### src/hdl/assert_macros.svh
// ----------------------------------------------------------------------------
// assert_macros.svh
// Shared concurrent assertion macros for the vector normalizer RTL.
// ----------------------------------------------------------------------------
`ifndef ASSERT_MACROS_SVH
`define ASSERT_MACROS_SVH
`ifndef NO_ASSERTIONS
// Same-cycle implication, disabled during reset
`define VLN_ASSERT_IMP(label, clk, rst, ante, cons) \
  label: assert property (@(posedge clk) disable iff (rst) (ante) |-> (cons)) \
    else $error("vln assertion failed");
// Next-cycle implication, disabled during reset
`define VLN_ASSERT_NXT(label, clk, rst, ante, cons) \
  label: assert property (@(posedge clk) disable iff (rst) (ante) |=> (cons)) \
    else $error("vln assertion failed");
`else
`define VLN_ASSERT_IMP(label, clk, rst, ante, cons)
`define VLN_ASSERT_NXT(label, clk, rst, ante, cons)
`endif
`endif

### src/hdl/vln_sqrt.sv
// ----------------------------------------------------------------------------
// vln_sqrt
// Pipelined digit-by-digit integer square root, one root bit per stage.
// Gives floor root and remainder x - root^2, with a sideband carried along.
// ----------------------------------------------------------------------------
`default_nettype none
module vln_sqrt #(
  parameter int ROOT_W = 17,
  parameter int SIDE_W = 1
) (
  input  logic                clk,
  input  logic [2*ROOT_W-1:0] x,
  input  logic [SIDE_W-1:0]   side_in,
  output logic [ROOT_W-1:0]   root,
  output logic [ROOT_W+1:0]   rem,
  output logic [SIDE_W-1:0]   side_out
);
  localparam int X_W   = 2 * ROOT_W;
  localparam int REM_W = ROOT_W + 2;

  logic [REM_W-1:0]  rem_q  [ROOT_W];
  logic [ROOT_W-1:0] root_q [ROOT_W];
  logic [X_W-1:0]    xs_q   [ROOT_W];
  logic [SIDE_W-1:0] side_q [ROOT_W];

  genvar k;
  for (k = 0; k < ROOT_W; k++) begin : g_step
    logic [REM_W-1:0]  rem_i, rem_sh, trial;
    logic [ROOT_W-1:0] root_i;
    logic [X_W-1:0]    xs_i;
    logic [SIDE_W-1:0] side_i;

    if (k == 0) begin : g_first
      assign rem_i  = '0;
      assign root_i = '0;
      assign xs_i   = x;
      assign side_i = side_in;
    end else begin : g_next
      assign rem_i  = rem_q[k-1];
      assign root_i = root_q[k-1];
      assign xs_i   = xs_q[k-1];
      assign side_i = side_q[k-1];
    end

    // bring down the next two radicand bits and try root bit 1
    assign rem_sh = {rem_i[REM_W-3:0], xs_i[X_W-1 -: 2]};
    assign trial  = {root_i, 2'b01};

    always_ff @(posedge clk) begin
      xs_q[k]   <= {xs_i[X_W-3:0], 2'b00};
      side_q[k] <= side_i;
      if (rem_sh >= trial) begin
        rem_q[k]  <= rem_sh - trial;
        root_q[k] <= {root_i[ROOT_W-2:0], 1'b1};
      end else begin
        rem_q[k]  <= rem_sh;
        root_q[k] <= {root_i[ROOT_W-2:0], 1'b0};
      end
    end
  end

  assign root     = root_q[ROOT_W-1];
  assign rem      = rem_q[ROOT_W-1];
  assign side_out = side_q[ROOT_W-1];
endmodule
`default_nettype wire

### config.mk
export PLATFORM = sky130hd
export DESIGN_NAME = vln_sqrt
export DESIGN_NICKNAME = d
export VERILOG_FILES = /design/src/hdl/assert_macros.svh /design/src/hdl/vln_sqrt.sv
export SDC_FILE = /design/constraint.sdc
export NUM_CORES = 1
export LEC_CHECK = 0
export ABC_AREA = 1
export BUFFER_PORTS_ARGS = -buffer_cell sky130_fd_sc_hd__buf_2
export CAP_MARGIN = 20
export CORE_MARGIN = 2
export CORE_UTILIZATION = 45
export CTS_CLUSTER_DIAMETER = 200
export DETAILED_ROUTE_END_ITERATION = 8
export PLACE_DENSITY = 0.6
export REMOVE_ABC_BUFFERS = 1
export SLEW_MARGIN = 20
export SYNTH_ARGS = -nofsm -noshare
export SYNTH_HDL_FRONTEND = slang
export SYNTH_SLANG_ARGS = --single-unit
### constraint.sdc
create_clock -name clk -period 3.9 [get_ports clk]
set_input_delay 0.585 -clock clk [delete_from_list [all_inputs] [get_ports clk]]
set_output_delay 0.585 -clock clk [all_outputs]
set_load 0.05 [all_outputs]
# After elaboration in Yosys (flattened, before gate mapping)

Memory sizes are Yosys's and may differ from the RTL's.
Cells that the tools add are included.

Multiplexer cells: 85
Bitwise logic cells: 34
$lt $le $gt $ge: 17
Add/sub/neg operators: 17

Operators with widths:

| kind                | number |
|---|---|
| $mux 19             | 17 |
| $ge 19x19->1        | 16 |
| $sub 19x19->19      | 16 |
| $mux 17             | 17 |
| $mux 1              | 51 |
| $or 1x1->1          | 34 |
| $sub 2x1->3 const B | 1 |
| $ge 2x1->1 const B  | 1 |

Memories: 4
RAM bits: 1,173
Bits in registers: 0
Input bits: 36
Output and inout bits: 37
Logic and storage cells: 157

Memories:

| memory | depth | width | rd ports | clocked after Yosys merged registers in | write ports | line           | text |
|---|---|---|---|---|---|---|---|
| xs_q   | 17    | 32    | 16       | 0                                       | 17          | vln_sqrt.sv:23 | `logic [X_W-1:0] xs_q [ROOT_W];` |
| rem_q  | 17    | 19    | 17       | 0                                       | 17          | vln_sqrt.sv:21 | `logic [REM_W-1:0] rem_q [ROOT_W];` |
| root_q | 17    | 17    | 17       | 0                                       | 17          | vln_sqrt.sv:22 | `logic [ROOT_W-1:0] root_q [ROOT_W];` |
| side_q | 17    | 1     | 17       | 0                                       | 17          | vln_sqrt.sv:24 | `logic [SIDE_W-1:0] side_q [ROOT_W];` |

# Logic depth before layout (Yosys ltp)

An unclocked memory read counts as a cell.

Depth in word-level cells: 5
Depth in mapped cells: 14
Depth with buffers taken out: 14

# Worst setup path after synthesis

Ideal clock, no wire load.

Path kind: register -> register
Start point: mem root_q[3][0]
End point: mem rem_q[4][3] (netlist bit)
Data required time: 3.782 ns
Library setup time: 0.118 ns
Path buffers: 1
Cell stages (with the launch flop): 12
Slack: 2.163 ns
Arrival time: 1.618 ns
Period minus slack after synthesis: 1.737 ns
Cells stage by stage: dfxtp_1 -> inv_1 -> ha_1 -> a21oi_1 -> nand2_1 -> nand2_1 -> nand2_2 -> nor2_4 -> nand2_4 -> inv_2 -> buf_6 -> o21ai_1

RTL lines:

| item            | line |
|---|---|
| start, declared | vln_sqrt.sv:22 |
| end, declared   | vln_sqrt.sv:21 |

==> impl_metrics.toml <==
[yosys]
synth_cell_types = 46
synthTopCellsByArea = "dfxtp_1 (49%), nand2_1 (15%), ha_1 (7.4%)"
synth_xor_area_frac = 0.03380
synth.top_cell.area_share = 0.4931
synth-simple-area-share = 0.2623
synthMuxAreaShare = 0
ys_seq_area_frac = 0.4931
yosysWarningCount = 0
synth_compound_area_frac = 0.05505
syn-instance-count = 3692
synth_top_family_by_area = "simple AND/OR/NAND/NOR gates"
synthAdderAreaFrac = 0.07414
yosysTopAreaCell = "dfxtp_1"
avgSynthCellArea_sq_um = 7.862
syn-cell-area_sq_um = 29030
ys_ff_latch = 715

[cells_and_area]
syn2layout_area_growth_pct = 12.88
final_nets = 4026
antenna_cells = 0
stdcell_count = 4727
drive_above_1_share = 0.06947

[global_route]
grt_max_degree = 20
antenna_found_initial = 0
grt_pass1_vias = 21210
grt_util_all_layers = 0.1883
grt_pass1_wl_um = 103200
grt_remaining_overflow = 0

[setup_path]
crit_path_end_kind = "flop"
required_ns = 4.40
critical_path_peak_fanout = 18
crit_type = "flop to flop"
cp-start-kind = "flop"
cp.arrival_ns = 2.99

[sta]
grt_setup_unrepaired = "no"
clock.fmax_ghz = 0.4015
worst_pin_slew_ns = 0.8716
max-slew-margin-rel = 0.4168
drv_slew = 0
finalCritPeriodShare = 0.6386
skew_ns = 0.01869
fin_setup_tns_ns = 0
setup_violations = 0
finalHoldViolCount = 0
fin_crit_ns = 2.491

[cts]
cts.sinks = 715
cts-root-buf = "clkbuf_16"
clk_pin_slew_ns = 0.06
cts_tree = "done"
clk-insertion-delay-late_ns = 0.61
cts_buffers = 76
post-cts-setup-buffers = 0
cts_buffer_depth = 3
cts-resized-gates = 0
postCtsHoldBufs = 0
cts_max_level = 3

[power]
sw_frac_of_total = 0.3567
p_clk_frac = 0.294
power.leakage_nw = 17.77
power.density_nw_per_um2 = 730.2
internal-power_mw = 15.39
seq_power_share = 0.408
vdd_drop_max_mv = 0.4429
power_switching_mw = 8.534
comb_power_share = 0.299
total_power_mw = 23.93

[routing]
drtIter0Drc = 1284
ant_nets = 0
vias = 21870
dr.pass1.iters = 7
wl_per_cell_um = 13.09
via_per_inst = 4.627
drt_wl_total_um = 61850
drc = 0

[floorplan]
die_h_um = 258.0
die_w_um = 258.0
num_rows = 93
coreArea_sq_um = 64120
dieArea_sq_um = 66550
io_pins = 73
start_util = 0.4527

[placed_design]
placedCellCount = 4595
dp_hpwl_um = 47730
gp_congestion = 0.9200
port_buffers = 72

[flow_run]
drv_cap = 0

[hold_path]
worstHoldPathType = "primary input to flop"

[outcome]
status = "completed"
==> layout make-up <==
cell class / count / area, sq um
flip-flops and latches: 715 / 14310
inverters: 565 / 2121
well taps: 855 / 1070
repair buffers: 80 / 420.4
clock inverters: 28 / 335.3
fillers: 6245 / 31350
multi-input cells: 2380 / 12350
clock buffers: 104 / 2157
==> metrics by stage <==
step	util	area (sq um)	hold WS [ns]	worst slack, ns
2_1_floorplan	-	28780	0.3096	1.721
3_3_place_gp	0.4722	30270	0.3100	1.470
3_5_place_dp	0.4722	30270	0.3121	1.421
4_1_cts	0.5110	32770	0.02073	1.410
5_1_grt	0.5110	32770	0.03610	1.164
6_report	0.5110	32770	0.06790	1.409
==> per-layer routing <==
metal | GRT usage | share of wire | vias up | wire length (um)
li1 | - | - | 11739 | -
met1 | 0.2509 | 0.48 | 9618 | 29650
met2 | 0.3122 | 0.45 | 403 | 27770
met3 | 0.02640 | 0.044 | 110 | 2696
met4 | 0.06663 | 0.028 | 0 | 1735
met5 | 0 | 0 | - | 0
==> cells by family (layout without fill, tap and decap cells) <==
kind of cell,Yosys count,in the layout
other,1,1
AOI/OAI and AO/OA,295,295
adders and majority gates,172,172
DFF,715,715
buffers and inverters,597,777
and+or+nand+nor,1800,1800
xor gates and xnor gates,112,112
==> synth_stat cells (all sizes together) <==
master,n
buf,31
a31oi,1
dfxtp,715
nand3b,39
a21boi,6
and2,10
conb,1
a21o,8
nor3,37
or2b,1
nor2,247
nand2,1156
nor3b,2
o211ai,2
a21oi,155
and3,2
nor4,5
o21a,5
inv,565
o21ai,110
ha,172
or2,13
clkbuf,1
nand4,24
nand3,264
o21bai,8
xnor2,31
xor2,81
==> cell usage in the layout (no fill, tap or decap), types with 6 or more instances in the layout <==
cell type,netlist,final
a21o_1,8,8
a21oi_1,146,146
a21oi_2,9,9
and2_1,10,10
buf_2,14,72
buf_4,7,8
clkbuf_1,1,13
clkbuf_16,0,76
clkbuf_8,0,15
clkinv_2,0,13
dfxtp_1,715,715
ha_1,172,172
inv_1,559,559
inv_2,6,6
nand2_1,1140,1140
nand2_2,10,10
nand3_1,260,260
nand3b_1,39,39
nand4_1,24,24
nor2_1,231,231
nor2_2,13,13
nor3_1,33,33
o21ai_0,93,93
o21ai_1,17,17
o21bai_1,8,8
or2_2,12,12
xnor2_1,31,31
xor2_1,81,81
==> flip-flops by register name, indices dropped and copies added, names as in the netlist <==
signal and cells:
side_q 17, root_q 153, rem_q 273, xs_q 272
==> worst max-delay path: stages (launching register included) <==
cell and delay, ns:
dfxtp_1 0.32, inv_1 0.05, ha_1 0.37, a21oi_1 0.20, a21boi_1 0.22, nand3_1 0.16, nor2_2 0.64, inv_1 0.24
nand2_1 0.12, nand2_1 0.05
==> power by group through the flow <==
stage,registers (mW),logic [mW],clock network [mW]
detailed placement,9.91,7.11,0
floorplan,9.95,5.15,0
finish,9.75,7.15,7.02
global placement,9.93,7.10,0
CTS,9.77,7.16,7.25
global route,9.91,8.26,7.56
==> worst paths after layout <==
check	startpoint	end	slack (ns)	depth (start not counted)
setup / recovery	root_q[8][8]	rem_q[9][7]	1.41	9
hold reg to reg	xs_q[0][310]	xs_q[0][344]	0.31	0
hold / removal	x[27]	xs_q[0][27]	0.07	1
setup reg to reg	root_q[8][8]	rem_q[9][7]	1.41	9
(Power assumes the default switching activity.)
