## src/hdl/assert_macros.svh

```systemverilog
// ----------------------------------------------------------------------------
// assert_macros.svh
// Shared concurrent assertion macros for the vector normalizer RTL.
// ----------------------------------------------------------------------------
`ifndef ASSERT_MACROS_SVH
`define ASSERT_MACROS_SVH
`ifndef NO_ASSERTIONS
// Same-cycle implication, disabled during reset
`define VLN_ASSERT_IMP(label, clk, rst, ante, cons) \
  label: assert property (@(posedge clk) disable iff (rst) (ante) |-> (cons)) \
    else $error("vln assertion failed");
// Next-cycle implication, disabled during reset
`define VLN_ASSERT_NXT(label, clk, rst, ante, cons) \
  label: assert property (@(posedge clk) disable iff (rst) (ante) |=> (cons)) \
    else $error("vln assertion failed");
`else
`define VLN_ASSERT_IMP(label, clk, rst, ante, cons)
`define VLN_ASSERT_NXT(label, clk, rst, ante, cons)
`endif
`endif

```

## src/hdl/vln_pkg.sv

```systemverilog
// ----------------------------------------------------------------------------
// vln_pkg
// Types and fixed widths shared by the vector normalizer modules.
// ----------------------------------------------------------------------------
`default_nettype none
package vln_pkg;

  localparam int FIELD_W = 16;  // input component field
  localparam int MAG_W   = 16;  // component magnitude
  localparam int SQ_W    = 31;  // square of a magnitude
  localparam int SUM_W   = 33;  // sum of up to four squares
  localparam int ROOT_W  = 17;  // integer root of a SUM_W value
  localparam int QUO_W   = 33;  // quotient a^2 * 2^32 / s
  localparam int LEN_W   = 17;
  localparam int UNIT_W  = 16;
  localparam int MAX_DIM = 4;

  // pipeline depth, accept to result strobe
  localparam int LANE_LAT  = 2;
  localparam int TOTAL_LAT = LANE_LAT + QUO_W + ROOT_W + 1;

  typedef struct packed {
    logic signed [FIELD_W-1:0] comp_x;
    logic signed [FIELD_W-1:0] comp_y;
    logic signed [FIELD_W-1:0] comp_z;
    logic signed [FIELD_W-1:0] comp_w;
  } in_word_t;

  typedef struct packed {
    logic [LEN_W-1:0]         vec_length;
    logic signed [UNIT_W-1:0] unit_x;
    logic signed [UNIT_W-1:0] unit_y;
    logic signed [UNIT_W-1:0] unit_z;
    logic signed [UNIT_W-1:0] unit_w;
    logic                     zero_vector;
  } out_word_t;

endpackage
`default_nettype wire

```

## src/hdl/vln_lane.sv

```systemverilog
// ----------------------------------------------------------------------------
// vln_lane
// Front of one component lane: sign-extend, magnitude and square.
// ----------------------------------------------------------------------------
`default_nettype none
module vln_lane #(
  parameter int COMP_WIDTH = 16
) (
  input  logic                         clk,
  input  logic [vln_pkg::FIELD_W-1:0]  raw,
  output logic [vln_pkg::SQ_W-1:0]     sq,      // stage 1, to the sum
  output logic [vln_pkg::SQ_W-1:0]     sq_d,    // stage 2, beside the sum
  output logic                         neg_d
);
  localparam int EFF_W = (COMP_WIDTH < vln_pkg::FIELD_W) ? COMP_WIDTH : vln_pkg::FIELD_W;
  localparam int EXT_W = vln_pkg::FIELD_W + 1;

  logic [EFF_W-1:0]          low;
  logic [EXT_W-1:0]          ext, absv;
  logic [vln_pkg::MAG_W-1:0] mag;
  logic [2*vln_pkg::MAG_W-1:0] prod;
  logic                      neg;

  // low bits of the field, sign extended
  assign low  = raw[EFF_W-1:0];
  assign neg  = low[EFF_W-1];
  assign ext  = {{(EXT_W-EFF_W){neg}}, low};
  assign absv = neg ? (~ext + 1'b1) : ext;
  assign mag  = absv[vln_pkg::MAG_W-1:0];
  assign prod = mag * mag;

  logic neg_q;

  always_ff @(posedge clk) begin
    sq    <= prod[vln_pkg::SQ_W-1:0];
    neg_q <= neg;
    sq_d  <= sq;
    neg_d <= neg_q;
  end
endmodule
`default_nettype wire

```

## config.mk

```make
export PLATFORM = sky130hd
export DESIGN_NAME = vln_lane
export DESIGN_NICKNAME = d
export VERILOG_FILES = /design/src/hdl/assert_macros.svh /design/src/hdl/vln_pkg.sv /design/src/hdl/vln_lane.sv
export SDC_FILE = /design/constraint.sdc
export NUM_CORES = 1
export LEC_CHECK = 0
export ABC_AREA = 1
export BUFFER_PORTS_ARGS = -buffer_cell sky130_fd_sc_hd__buf_2
export CORE_MARGIN = 5
export CORE_UTILIZATION = 36
export CTS_CLUSTER_DIAMETER = 40
export CTS_CLUSTER_SIZE = 8
export DETAILED_ROUTE_END_ITERATION = 8
export PLACE_DENSITY_LB_ADDON = 0.1
export SLEW_MARGIN = 10
export SYNTH_ARGS = -nofsm -noshare
export SYNTH_HDL_FRONTEND = slang
export SYNTH_SLANG_ARGS = --single-unit
```

## constraint.sdc

```tcl
create_clock -name clk -period 9.6 [get_ports clk]
set_input_delay 2.4 -clock clk [delete_from_list [all_inputs] [get_ports clk]]
set_output_delay 2.4 -clock clk [all_outputs]
set_load 0.02 [all_outputs]
```

* Word-level counts from Yosys, hierarchy flattened *
Index checks and enable logic that the tools add are counted.

cells by class
  add/subtract/negate cells = 1
  multipliers = 1
  multiplexer cells = 1
  bitwise operators = 1

operators by type and width
  operator               number
  $mul 16x16->31         1
  $add 16x1->16 const B  1
  $mux 16                1
  $not 16->16            1

word-level totals
  register bits after elaboration = 64
  bits of input ports = 17
  logic and storage cells = 8

* Depth between registers and ports, before layout *
  word-level depth = 4
  depth in mapped cells = 36
  depth with buffers taken out = 35

* Worst setup path after synthesis *
Ideal clock, no wire load.

  path kind = input port to flip-flop
  from = input port raw[0] in the netlist's numbering
  to = register sq[26] in the netlist's numbering
  setup time = 0.072 ns
  arrival = 8.168 ns
  required time = 9.528 ns
  path slack = 1.361 ns
  cell stages on the path = 26
  path through = inv_4 > clkbuf_1 > ha_1 > nand3_1 > nand2_2 > nand3_1 > nand2_1 > buf_2 > nand2_1 > fa_1 > inv_1 > fa_1 > fa_1 > fa_1 > fa_1 > inv_1 > fa_1 > inv_1 > ha_1 > nand2_1 > nor2_1 > inv_1 > nor3_1 > nand3_1 > nand3_1 > xor2_1

between the ends
  longest elaborated chain between the ends = 4

RTL lines
  what                  line            text
  start, declared       vln_lane.sv:10  input logic [vln_pkg::FIELD_W-1:0] raw,
  $not 16->16           vln_lane.sv:28  assign absv = neg ? (~ext + 1'b1) : ext;
  $add 16x1->16         vln_lane.sv:28
  $mux 16 *             vln_lane.sv:28
  $mul 16x16->31 *      vln_lane.sv:30  assign prod = mag * mag;
  via prod (one bit)    vln_lane.sv:21  logic [2*vln_pkg::MAG_W-1:0] prod;
  end signal, assigned  vln_lane.sv:35  sq <= prod[vln_pkg::SQ_W-1:0];
  end, declared         vln_lane.sv:11  output logic [vln_pkg::SQ_W-1:0] sq,

The timed path passes the listed nets; every way through them passes the cells marked *.

* Worst setup path after layout *
Ends and elaborated chain as after synthesis.

==> flow_summary.yaml <==
status:
  status: "complete, no violations"
route:
  wire_per_inst_um: 15.4
  final_antenna_net_count: 0
  drtPass1Iterations: 7
  vias: 6999
  drt-total-wl_um: 23500
  via_per_inst: 4.58
  dr.first_iter.drc_count: 348
  drc_errors: 0
cts:
  htreeDepth: 3
  clock-root-buffer: "clkbuf_16"
  ctsHoldBuffers: 0
  cts_buffers: 9
  cts_tree: "done"
  postCtsSetupBuffers: 0
  cts.sinks: 62
  clk_pin_slew_worst_paths_ps: 70
  post_cts_resized: 0
  worst_skew_pair.late_latency_ps: 350
  clk_path_buf_depth: 2
sta:
  fin_skew_ps: 17.8
  finalCritPeriodShare: 0.926
  max_freq_mhz: 112
  worst_pin_slew_ps: 722
  rsz0062_at_grt: "false"
  setup_violations: 0
  finalSetupTns_ps: 0
  hold_viol: 0
  slew_violations: 0
  min_period_ps: 8890
  relSlewSlack: 0.519
synth:
  synth.largest_area_cell: "fa_1"
  synth_compound_area_frac: 0.0385
  ys_ff_latch: 62
  synthMuxAreaShare: 0
  synth_ff_type: "dfxtp_1"
  ys_types: 44
  avgSynthCellArea_sq_um: 8.40
  synthArstFlopShare: 0
  synthCells: 1107
  synth_fa_ha_area_frac: 0.479
  synth_top_cell_area_share: 0.351
  synth-simple-area-share: 0.188
  yosysSeqAreaShare: 0.134
  syn-cell-area_sq_um: 9300
  synth_top_family_by_area: "adder cells"
  synth-xor-area-share: 0.0262
  synth-edff-count: 0
  synth_area_leaders: "fa_1 (35%), dfxtp_1 (13%), ha_1 (13%)"
  yosys_warnings: 0
global_routing:
  track_usage: 0.172
  grt_pass1_wl_um: 38900
  antenna_found_initial: 0
  grt_start_max_net_pins: 19
  grt_overflow_total: 0
  grt_pass1_vias: 7520
worst_hold_path:
  hold_start: "neg_q$_DFF_P_"
  hold_path_depth: 0
  min_to: "neg_d$_DFF_P_"
  min_path_type: "flip-flop to flip-flop"
worst_setup_path:
  reg2reg_depth: 0
  r2r_end: "sq_d[21]$_DFF_P_"
  r2r_slack_ps: 9160
  path_class: "primary input to flip-flop"
  critPathArrivalTime_ps: 9160
  worst_path_most_repeated_cell: "fa_1"
  max_stage_delay_ps: 560
  reg2reg_from: "sq[21]$_DFF_P_"
  cpMaxStageDelayCell: "fa_1"
  endpoint_kind: "flip-flop"
  cp_data_required_time_ps: 9870
  startpoint_type: "primary input"
  timing.critical_path.fanout_max: 18
  worstSetupStartpoint: "raw[0]"
final_layout:
  n_fill_cell: 2640
  multiInputGateArea_sq_um: 6850
  diodes: 0
  drive_above_1_share: 0.134
  regArea_sq_um: 1240
  area_delta_synth_final_pct: 11.6
  finalNetCount: 1469
die:
  initial_core_util: 0.367
  core_area_sq_um: 25300
  core.rowCount: 58
  die_w_um: 171
  dieHeight_um: 171
  die_area_sq_um: 29100
  io_pins: 80
run:
  cap_violations: 0
place:
  place.port_buffers: 77
  gp_congestion: 0.821
  dpl.hpwl_um: 20300
[worst max-delay path by stage]
stage / end / slack (ps)
floorplan: sq[26]$_DFF_P_ / 1360
global placement: sq[26]$_DFF_P_ / 420
detailed placement: sq[26]$_DFF_P_ / 390
CTS: sq[26]$_DFF_P_ / 730
global route: sq[26]$_DFF_P_ / 220
finish: sq[26]$_DFF_P_ / 710
[state kept, by name, indices dropped and copies added (netlist names)]
| register | cells |
|---|---|
| sq | 30 |
| sq_d | 30 |
| neg_d | 1 |
| neg_q | 1 |
[layer usage]
| layer | up-vias | GRT usage | wire (um) |
|---|---|---|---|
| li1 | 3430 | - | - |
| met1 | 3406 | 0.220 | 10200 |
| met2 | 135 | 0.311 | 12000 |
| met3 | 28 | 0.0233 | 846 |
| met4 | 0 | 0.0396 | 391 |
| met5 | - | 0 | 0 |
[synthesized netlist by cell type, types with 3 or more instances]
library cell  instances
inv_1               275
nand2_1             200
fa_1                163
ha_1                 95
nor2_1               89
dfxtp_1              62
nand3_1              36
a21oi_1              29
xor2_1               19
inv_2                15
o21ai_0              13
nand4_1              12
nor2_4               11
nand2_2              10
xnor2_1               7
nor2_2                6
o21bai_1              6
buf_6                 5
nand2_4               5
buf_2                 4
buf_4                 4
inv_4                 4
nor3_1                4
a21o_1                3
clkbuf_1              3
o21ai_2               3
[placed cells by master (no fill, tap or decap), types with 3 or more instances in the layout]
master     netlist  final
inv_1          275    275
nand2_1        200    200
fa_1           163    163
ha_1            95     95
nor2_1          89     89
buf_2            4     77
dfxtp_1         62     62
nand3_1         36     36
a21oi_1         29     29
xor2_1          19     19
inv_2           15     15
o21ai_0         13     13
conb_1           2     13
nand4_1         12     12
nor2_4          11     11
nand2_2         10     10
clkbuf_16        0      9
xnor2_1          7      7
nor2_2           6      6
o21bai_1         6      6
nand2_4          5      5
inv_4            4      4
nor3_1           4      4
buf_4            4      4
o21ai_2          3      3
a21o_1           3      3
inv_6            0      3
[through the flow]
step | cell area, sq um | std cells | utilization | setup WS (ps) | hold WS [ps]
final | 10400 | 1529 | 0.410 | 711 | 329
after global routing | 10400 | 1529 | 0.410 | 224 | 351
after CTS | 10400 | 1529 | 0.410 | 733 | 331
after detailed placement | 10000 | 1513 | 0.397 | 387 | 312
after global placement | 10000 | 1513 | 0.397 | 421 | 313
after floorplan | 9340 | 1118 | - | 1360 | 310
[critical path: cells and delay by family]
kind	cells	cell delay [ps]
buf+inv	8	920
fa+ha+maj	8	3810
simple gates	9	1640
xor+xnor	1	170
compound gates	1	170
[final cells by class]
type                       count  share of cell area
multi-input combinational    745               0.660
sequential                    62               0.120
inverter                     295               0.108
timing repair buffer          81              0.0400
tap                          330              0.0398
clock buffer                   9              0.0217
clock inverter                 7              0.0100
[cell families after synthesis]
group	Yosys count
buf+inv	311
other cells	2
simple gates	386
fa+ha+maj	258
compound gates	61
xor+xnor	27
flops	62
Power is not shown: default switching activity piles up to over one toggle a cycle in this logic, so the estimate is an artifact.
